<file path="src/rtl/core/spn_block_cipher_64_macros.svh">
// ----------------------------------------------------------------------------
// spn_block_cipher_64 assertion macros
// concurrent checks clocked on clk, disabled while rst_n is low
// ----------------------------------------------------------------------------
`ifndef SPN_BLOCK_CIPHER_64_MACROS_SVH
`define SPN_BLOCK_CIPHER_64_MACROS_SVH

`ifndef SYNTHESIS

// antecedent implies consequent in the same cycle
`define SPN64_ASSERT_IMP(lbl, ante, cons, msg) \
    lbl: assert property (@(posedge clk) disable iff (!rst_n) (ante) |-> (cons)) \
        else $error(msg);

// antecedent implies consequent in the next cycle
`define SPN64_ASSERT_NXT(lbl, ante, cons, msg) \
    lbl: assert property (@(posedge clk) disable iff (!rst_n) (ante) |=> (cons)) \
        else $error(msg);

`else

`define SPN64_ASSERT_IMP(lbl, ante, cons, msg)
`define SPN64_ASSERT_NXT(lbl, ante, cons, msg)

`endif

`endif

</file>
<file path="src/rtl/core/spn64_pkg.sv">
`timescale 1ns / 1ps
// ----------------------------------------------------------------------------
// spn64_pkg
// shared constants, types and helpers of the 64-bit spn block cipher
// ----------------------------------------------------------------------------
package spn64_pkg;

    localparam int ROUNDS      = 16;
    localparam int BLOCK_BYTES = 8;
    localparam int BYTE_W      = 8;
    localparam int BLOCK_W     = BYTE_W * BLOCK_BYTES;
    localparam int KEY_W       = 64;
    localparam int OUT_W       = 64;
    localparam int SEL_W       = 3;
    localparam int OP_W        = 2;
    localparam int IN_DATA_W   = 88;
    localparam int ROUND_W     = (ROUNDS > 1) ? $clog2(ROUNDS) : 1;

    localparam logic [ROUND_W-1:0] ROUND_LAST = ROUND_W'(ROUNDS - 1);

    // request kinds on the input stream
    localparam logic [OP_W-1:0] OP_LOAD = 2'd0;
    localparam logic [OP_W-1:0] OP_ENC  = 2'd1;
    localparam logic [OP_W-1:0] OP_DEC  = 2'd2;

    // table write towards one bank
    typedef struct packed {
        logic              en;
        logic [BYTE_W-1:0] index;
        logic [BYTE_W-1:0] value;
    } spn64_wr_t;

    // lookup control shared by all banks
    typedef struct packed {
        logic en;
        logic inv;
    } spn64_rd_t;

    function automatic logic [BLOCK_W-1:0] rot_left(input logic [BLOCK_W-1:0] x);
        return {x[BLOCK_W-2:0], x[BLOCK_W-1]};
    endfunction

    function automatic logic [BLOCK_W-1:0] rot_right(input logic [BLOCK_W-1:0] x);
        return {x[0], x[BLOCK_W-1:1]};
    endfunction

endpackage

</file>
<file path="src/rtl/core/spn64_sbox_bank.sv">
`timescale 1ns / 1ps
// ----------------------------------------------------------------------------
// spn64_sbox_bank
// forward and inverse substitution memories of one byte lane
// ----------------------------------------------------------------------------
module spn64_sbox_bank (
    input  logic                                 clk,
    input  spn64_pkg::spn64_wr_t                 wr,
    input  spn64_pkg::spn64_rd_t                 rd,
    input  logic [spn64_pkg::BYTE_W-1:0]         rd_addr,
    output logic [spn64_pkg::BYTE_W-1:0]         rd_data
);
    import spn64_pkg::*;

    localparam int DEPTH = 2 ** BYTE_W;

    logic [BYTE_W-1:0] fwd_mem [DEPTH];
    logic [BYTE_W-1:0] inv_mem [DEPTH];
    logic [BYTE_W-1:0] rd_data_reg;

    // a load writes the entry and its mirror in the inverse store
    always_ff @(posedge clk)
    begin
        if (wr.en)
        begin
            fwd_mem[wr.index] <= wr.value;
            inv_mem[wr.value] <= wr.index;
        end
    end

    // registered lookup, held while no read is issued
    always_ff @(posedge clk)
    begin
        if (rd.en)
        begin
            if (rd.inv)
            begin
                rd_data_reg <= inv_mem[rd_addr];
            end
            else
            begin
                rd_data_reg <= fwd_mem[rd_addr];
            end
        end
    end

    assign rd_data = rd_data_reg;

endmodule

</file>
<file path="config.mk">
export PLATFORM = sky130hd
export DESIGN_NAME = spn64_sbox_bank
export DESIGN_NICKNAME = d
export VERILOG_FILES = /design/src/rtl/core/spn_block_cipher_64_macros.svh /design/src/rtl/core/spn64_pkg.sv /design/src/rtl/core/spn64_sbox_bank.sv
export SDC_FILE = /design/constraint.sdc
export NUM_CORES = 2
export LEC_CHECK = 0
export BUFFER_PORTS_ARGS = -buffer_cell sky130_fd_sc_hd__buf_4
export CORE_ASPECT_RATIO = 0.75
export CORE_MARGIN = 4
export CORE_UTILIZATION = 59
export DETAILED_ROUTE_END_ITERATION = 10
export PLACE_DENSITY = 0.71
export SYNTH_ARGS = -nofsm -noshare
export SYNTH_HDL_FRONTEND = slang
export SYNTH_SLANG_ARGS = --single-unit
</file>
<file path="constraint.sdc">
create_clock -name clk -period 2.6 [get_ports clk]
set_input_delay 0.13 -clock clk [delete_from_list [all_inputs] [get_ports clk]]
set_output_delay 0.13 -clock clk [all_outputs]
set_load 0.1 [all_outputs]
</file>
# After elaboration in Yosys (flattened, before gate mapping)
# Memory sizes are Yosys's and may differ from the RTL's.
# Cells that the tools add are included.
op_classes:
  muxes: 3
op_table:
  columns: ["cell", "count"]
  rows:
  - ["$mux 8", 1]
  - ["$mux 1", 2]
word_totals:
  memories: 2
  mem_bits_rw: 4096
  in_bits: 28
  output_inout_bits: 8
  elab_cells: 6
  register_bits: 8
memory_table:
  columns: ["memory", "depth", "word_bits", "read_ports", "rd_ports_with_merged_regs", "wr", "line", "text"]
  rows:
  - ["fwd_mem", 256, 8, 1, 0, 1, "spn64_sbox_bank.sv:17", "logic [BYTE_W-1:0] fwd_mem [DEPTH];"]
  - ["inv_mem", 256, 8, 1, 0, 1, "spn64_sbox_bank.sv:18", "logic [BYTE_W-1:0] inv_mem [DEPTH];"]

# Logic depth before layout (Yosys ltp)
depth:
  ltp_word: 2
  ltp_mapped: 12

# Worst setup path before layout
# No wires, ideal clock.
synth_path:
  kind: "input-to-reg"
  startpoint: "input port wr[5] (netlist name)"
  endpoint: "memory inv_mem[88][0] (enable)"
  setup_time_ns: 0.383
  path_buffers: 1
  path_stages: 5
  t_arrival_ns: 1.928
  setup_slack_ns: 0.289
  path_cell_list: "clkbuf_1 -> nor2b_1 -> nand3_1 -> or3b_2 -> nor3_1"
synth_lines:
  columns: ["item", "line", "text"]
  rows:
  - ["start, declared", "spn64_sbox_bank.sv:8", "input spn64_pkg::spn64_wr_t wr,"]
  - ["end, declared", "spn64_sbox_bank.sv:18", null]
# No word-level cell before the write port.

# Final worst setup path
layout_path:
  startpoint: "memory inv_mem[113][6]"
  endpoint: "register rd_data_reg[6], in the netlist rd_data[6], data pin"
layout_via:
  elab_chain_cells: 2
layout_rtl:
  columns: ["item", "line", "text"]
  rows:
  - ["$mem_v2 256x8", null, null]
  - ["$mux 8", "spn64_sbox_bank.sv:36", "if (rd.inv)"]
  - ["end signal, assigned", "spn64_sbox_bank.sv:38", "rd_data_reg <= inv_mem[rd_addr];"]
  - ["end signal, assigned", "spn64_sbox_bank.sv:42", "rd_data_reg <= fwd_mem[rd_addr];"]
  - ["end, declared", "spn64_sbox_bank.sv:19", "logic [BYTE_W-1:0] rd_data_reg;"]
# No other way between the ends.
# A chain may end at the register's enable or synchronous reset.

==> results.json <==
{
  "skew_ns": 0.0665,
  "clkLatencyLatePin_ns": 0.91,
  "yosysTopAreaCell": "edfxtp_1",
  "drtPass1Iterations": 6,
  "max-clock-path-buffers": 4,
  "violations": "setup timing",
  "cts.sinks": 4104,
  "ys_seq_area_share_pct": 76.7,
  "cts_tree": "built",
  "viasPerCell": 6.74,
  "mostFrequentLayoutCell": "edfxtp_1",
  "track_usage_pct": 30.8,
  "cp_slowest_cell": "a21oi_1",
  "routedWlPerCell_um": 33.1,
  "muxShareOfSynthArea_pct": 14.3,
  "clk_pin_slew_ns": 0.06,
  "dieHeight_um": 460,
  "ir_drop_v": 0.000818,
  "tightest_slew_ns": 1.38,
  "slew_headroom_pct": 8.16,
  "coreArea_um2": 270000,
  "cp-startpoint": "inv_mem[113][6]$_DFFE_PP_",
  "min_path_cells": 5,
  "drc": 0,
  "num_rows": 165,
  "ys.flop_type": "edfxtp_1",
  "num-fill-cells": 16400,
  "critPathLaunchType": "flop",
  "finalCritPeriodShare_pct": 108,
  "arrival_ns": 3.45,
  "finalNonFillerCells": 13100,
  "cts_setup_buffers": 0,
  "crit_path_max_incr_delay_ns": 0.40,
  "cts_root_buffer": "clkbuf_16",
  "r2r_start": "inv_mem[113][6]$_DFFE_PP_",
  "place_inst": 12400,
  "place_congestion": 0.936,
  "ys_ff_latch": 4104,
  "routed_wl_mm": 434,
  "hold_viol": 0,
  "cp_max_fo": 2,
  "leakagePower_nw": 61.5,
  "antenna_found_initial": 25,
  "fin_util_pct": 68.9,
  "layout_common_cells": "edfxtp_1 (4104), buf_4 (1107), mux2i_1 (781)",
  "p_per_area_nw_per_um2": 732,
  "synth_cells": 8015,
  "synthXorXnorAreaFrac_pct": 0,
  "synth_edf_count": 4104,
  "fin_ws_ns": -0.215,
  "synth-compound-area-share_pct": 4.34,
  "syn-num-nets": 8043,
  "synthDistinctLibCells": 59,
  "async_flop_share_pct": 0,
  "grt_overflow": 0,
  "path_common_cell": "nand4_1",
  "ioPinCount": 36,
  "vias": 88200,
  "die_area_um2": 281000,
  "drv_cap": 0,
  "critPathKind": "flop to flop",
  "yosys.area_share.adder_pct": 0,
  "grt_pass1_vias": 85500,
  "synth_top_family_by_area": "multiplexers",
  "crit_end": "rd_data[6]$_DFFE_PP_",
  "die_w_um": 611,
  "start_util_pct": 59.5,
  "post-dp-hpwl_mm": 278,
  "drive_gt1_share_pct": 26.9,
  "final_cell_area_um2": 186000,
  "cts_made_buffers": 379,
  "yosysTopAreaCellShare_pct": 76.7,
  "r2r-end": "rd_data[6]$_DFFE_PP_",
  "rsz0062_at_grt": "yes",
  "yosys-top-cells-area": "edfxtp_1 (77%), mux4_2 (9.1%), mux2i_1 (4.9%)",
  "grt_pass1_wl_mm": 622,
  "drv_slew": 0,
  "yosys.area_share.simple_pct": 2.60,
  "syn_area_um2": 161000,
  "outcome": "complete, but fails checks",
  "detail-route-antenna-nets": 0,
  "period_minus_slack_ns": 2.82,
  "worstPathRequired_ns": 3.24,
  "reg2reg_depth": 9,
  "dpl-instance-area_um2": 174000,
  "finalSetupViolations": 4,
  "drt_iter0_drc": 14300,
  "finalNetCount": 9228,
  "fmax_mhz": 355,
  "worst-r2r-setup-slack_ns": -0.22,
  "endpoint_kind": "flop",
  "cts-htree-levels": 5,
  "hold_path.class": "input pin to flop",
  "portBuffers": 35,
  "grt_max_degree": 213,
  "syn_avg_cell_area_um2": 20.1,
  "ys_warn_count": 0,
  "multi_input_area_um2": 34500,
  "syn2layout_area_growth_pct": 15.9,
  "regArea_um2": 123000,
  "path_cells": "mux2i_1 > o221ai_1 > a21oi_1 > nor4_2 > nand4_1 > buf_12 > nand4_1 > buf_4 > and4b_1"
}
==> area by class of cell <==
type	count	area share, %
inverter	4	0.0121
timing repair buffer	1298	6.35
tap	3590	2.41
sequential	4104	66.2
antenna	8	0.0107
clock inverter	211	1.15
clock buffer	465	5.37
multi-input combinational	3413	18.5
==> Yosys cell counts, types with 5 or more instances <==
cell,n
mux4_1,8
o22ai_1,190
o21ai_0,121
nand2b_1,17
nor3_1,44
nor3b_1,6
o221ai_2,10
nand3_1,55
o221ai_1,358
buf_8,28
a22oi_1,57
mux2_2,21
a211oi_1,23
mux4_2,652
nor2b_1,23
buf_4,27
and2_1,5
mux2i_1,783
nor2_1,579
buf_6,87
nand2_1,114
a31oi_1,9
and4_1,6
nor4_1,25
o31ai_1,17
a21oi_1,182
buf_12,19
buf_2,82
clkbuf_1,217
and3_1,11
clkbuf_4,6
o211ai_1,6
buf_1,24
nand4_1,59
edfxtp_1,4104
==> repair_timing <==
item                                    in CTS  in global routing
resized for setup                           27                 43
endpoints found under the hold margin      870                  0
pin swaps                                    6                 10
endpoints found under the setup margin       6                 38
hold buffers                                19                  0
==> how the worst min path moves through the flow <==
stage	startpoint	end	slack (ns)
5_1_grt	rd[1]	rd_data[5]$_DFFE_PP_	0.18
3_5_place_dp	wr[15]	inv_mem[228][7]$_DFFE_PP_	0.47
2_1_floorplan	wr[0]	fwd_mem[0][0]$_DFFE_PP_	0.23
6_report	wr[16]	inv_mem[65][7]$_DFFE_PP_	0.19
4_1_cts	wr[16]	inv_mem[65][7]$_DFFE_PP_	0.12
3_3_place_gp	wr[15]	inv_mem[228][7]$_DFFE_PP_	0.46
==> per-stage QoR <==
| stage | hold WS, ns | setup slack (ns) | total power [mW] | setup TNS [ns] |
|---|---|---|---|---|
| final | 0.191 | -0.215 | 136 | -0.415 |
| after CTS | 0.124 | -0.132 | 136 | -0.263 |
| after detailed placement | 0.466 | -1.03 | 82.2 | -15.45 |
| after global placement | 0.464 | -1.35 | 82.1 | -14.08 |
| after floorplan | 0.229 | 0.289 | 78.2 | 0 |
| after global routing | 0.181 | -0.250 | 140 | -0.413 |
==> cell families (layout without fill, tap and decap cells) <==
| group | Yosys count | count (layout) |
|---|---|---|
| and+or+nand+nor | 958 | 958 |
| DFF | 4104 | 4104 |
| AOI/OAI and AO/OA | 991 | 991 |
| muxes | 1464 | 1464 |
| buffers and inverters | 498 | 1978 |
| other | 0 | 8 |
==> power breakdown <==
group,switching [mW],internal (mW)
logic,5.15,2.92
clock network,23.8,31.4
registers,0.0619,73.0
==> critical path, delay by kind of cell (launching register included) <==
kind / cells / cell delay, ns
AND/OR/NAND/NOR: 4 / 0.80
AO/OA/AOI/OAI: 2 / 0.66
buffers and inverters: 2 / 0.42
flip-flops: 1 / 0.37
multiplexers: 1 / 0.30
==> layer usage <==
metal  GRT usage [%]  share of wire (%)  vias up
met5               0              0.034        -
met4            9.06                3.4       20
met3            7.72                 13      817
met2            44.4                 44     6196
met1            47.3                 39    45400
li1                -                  -    35800
(Power assumes the default switching activity.)
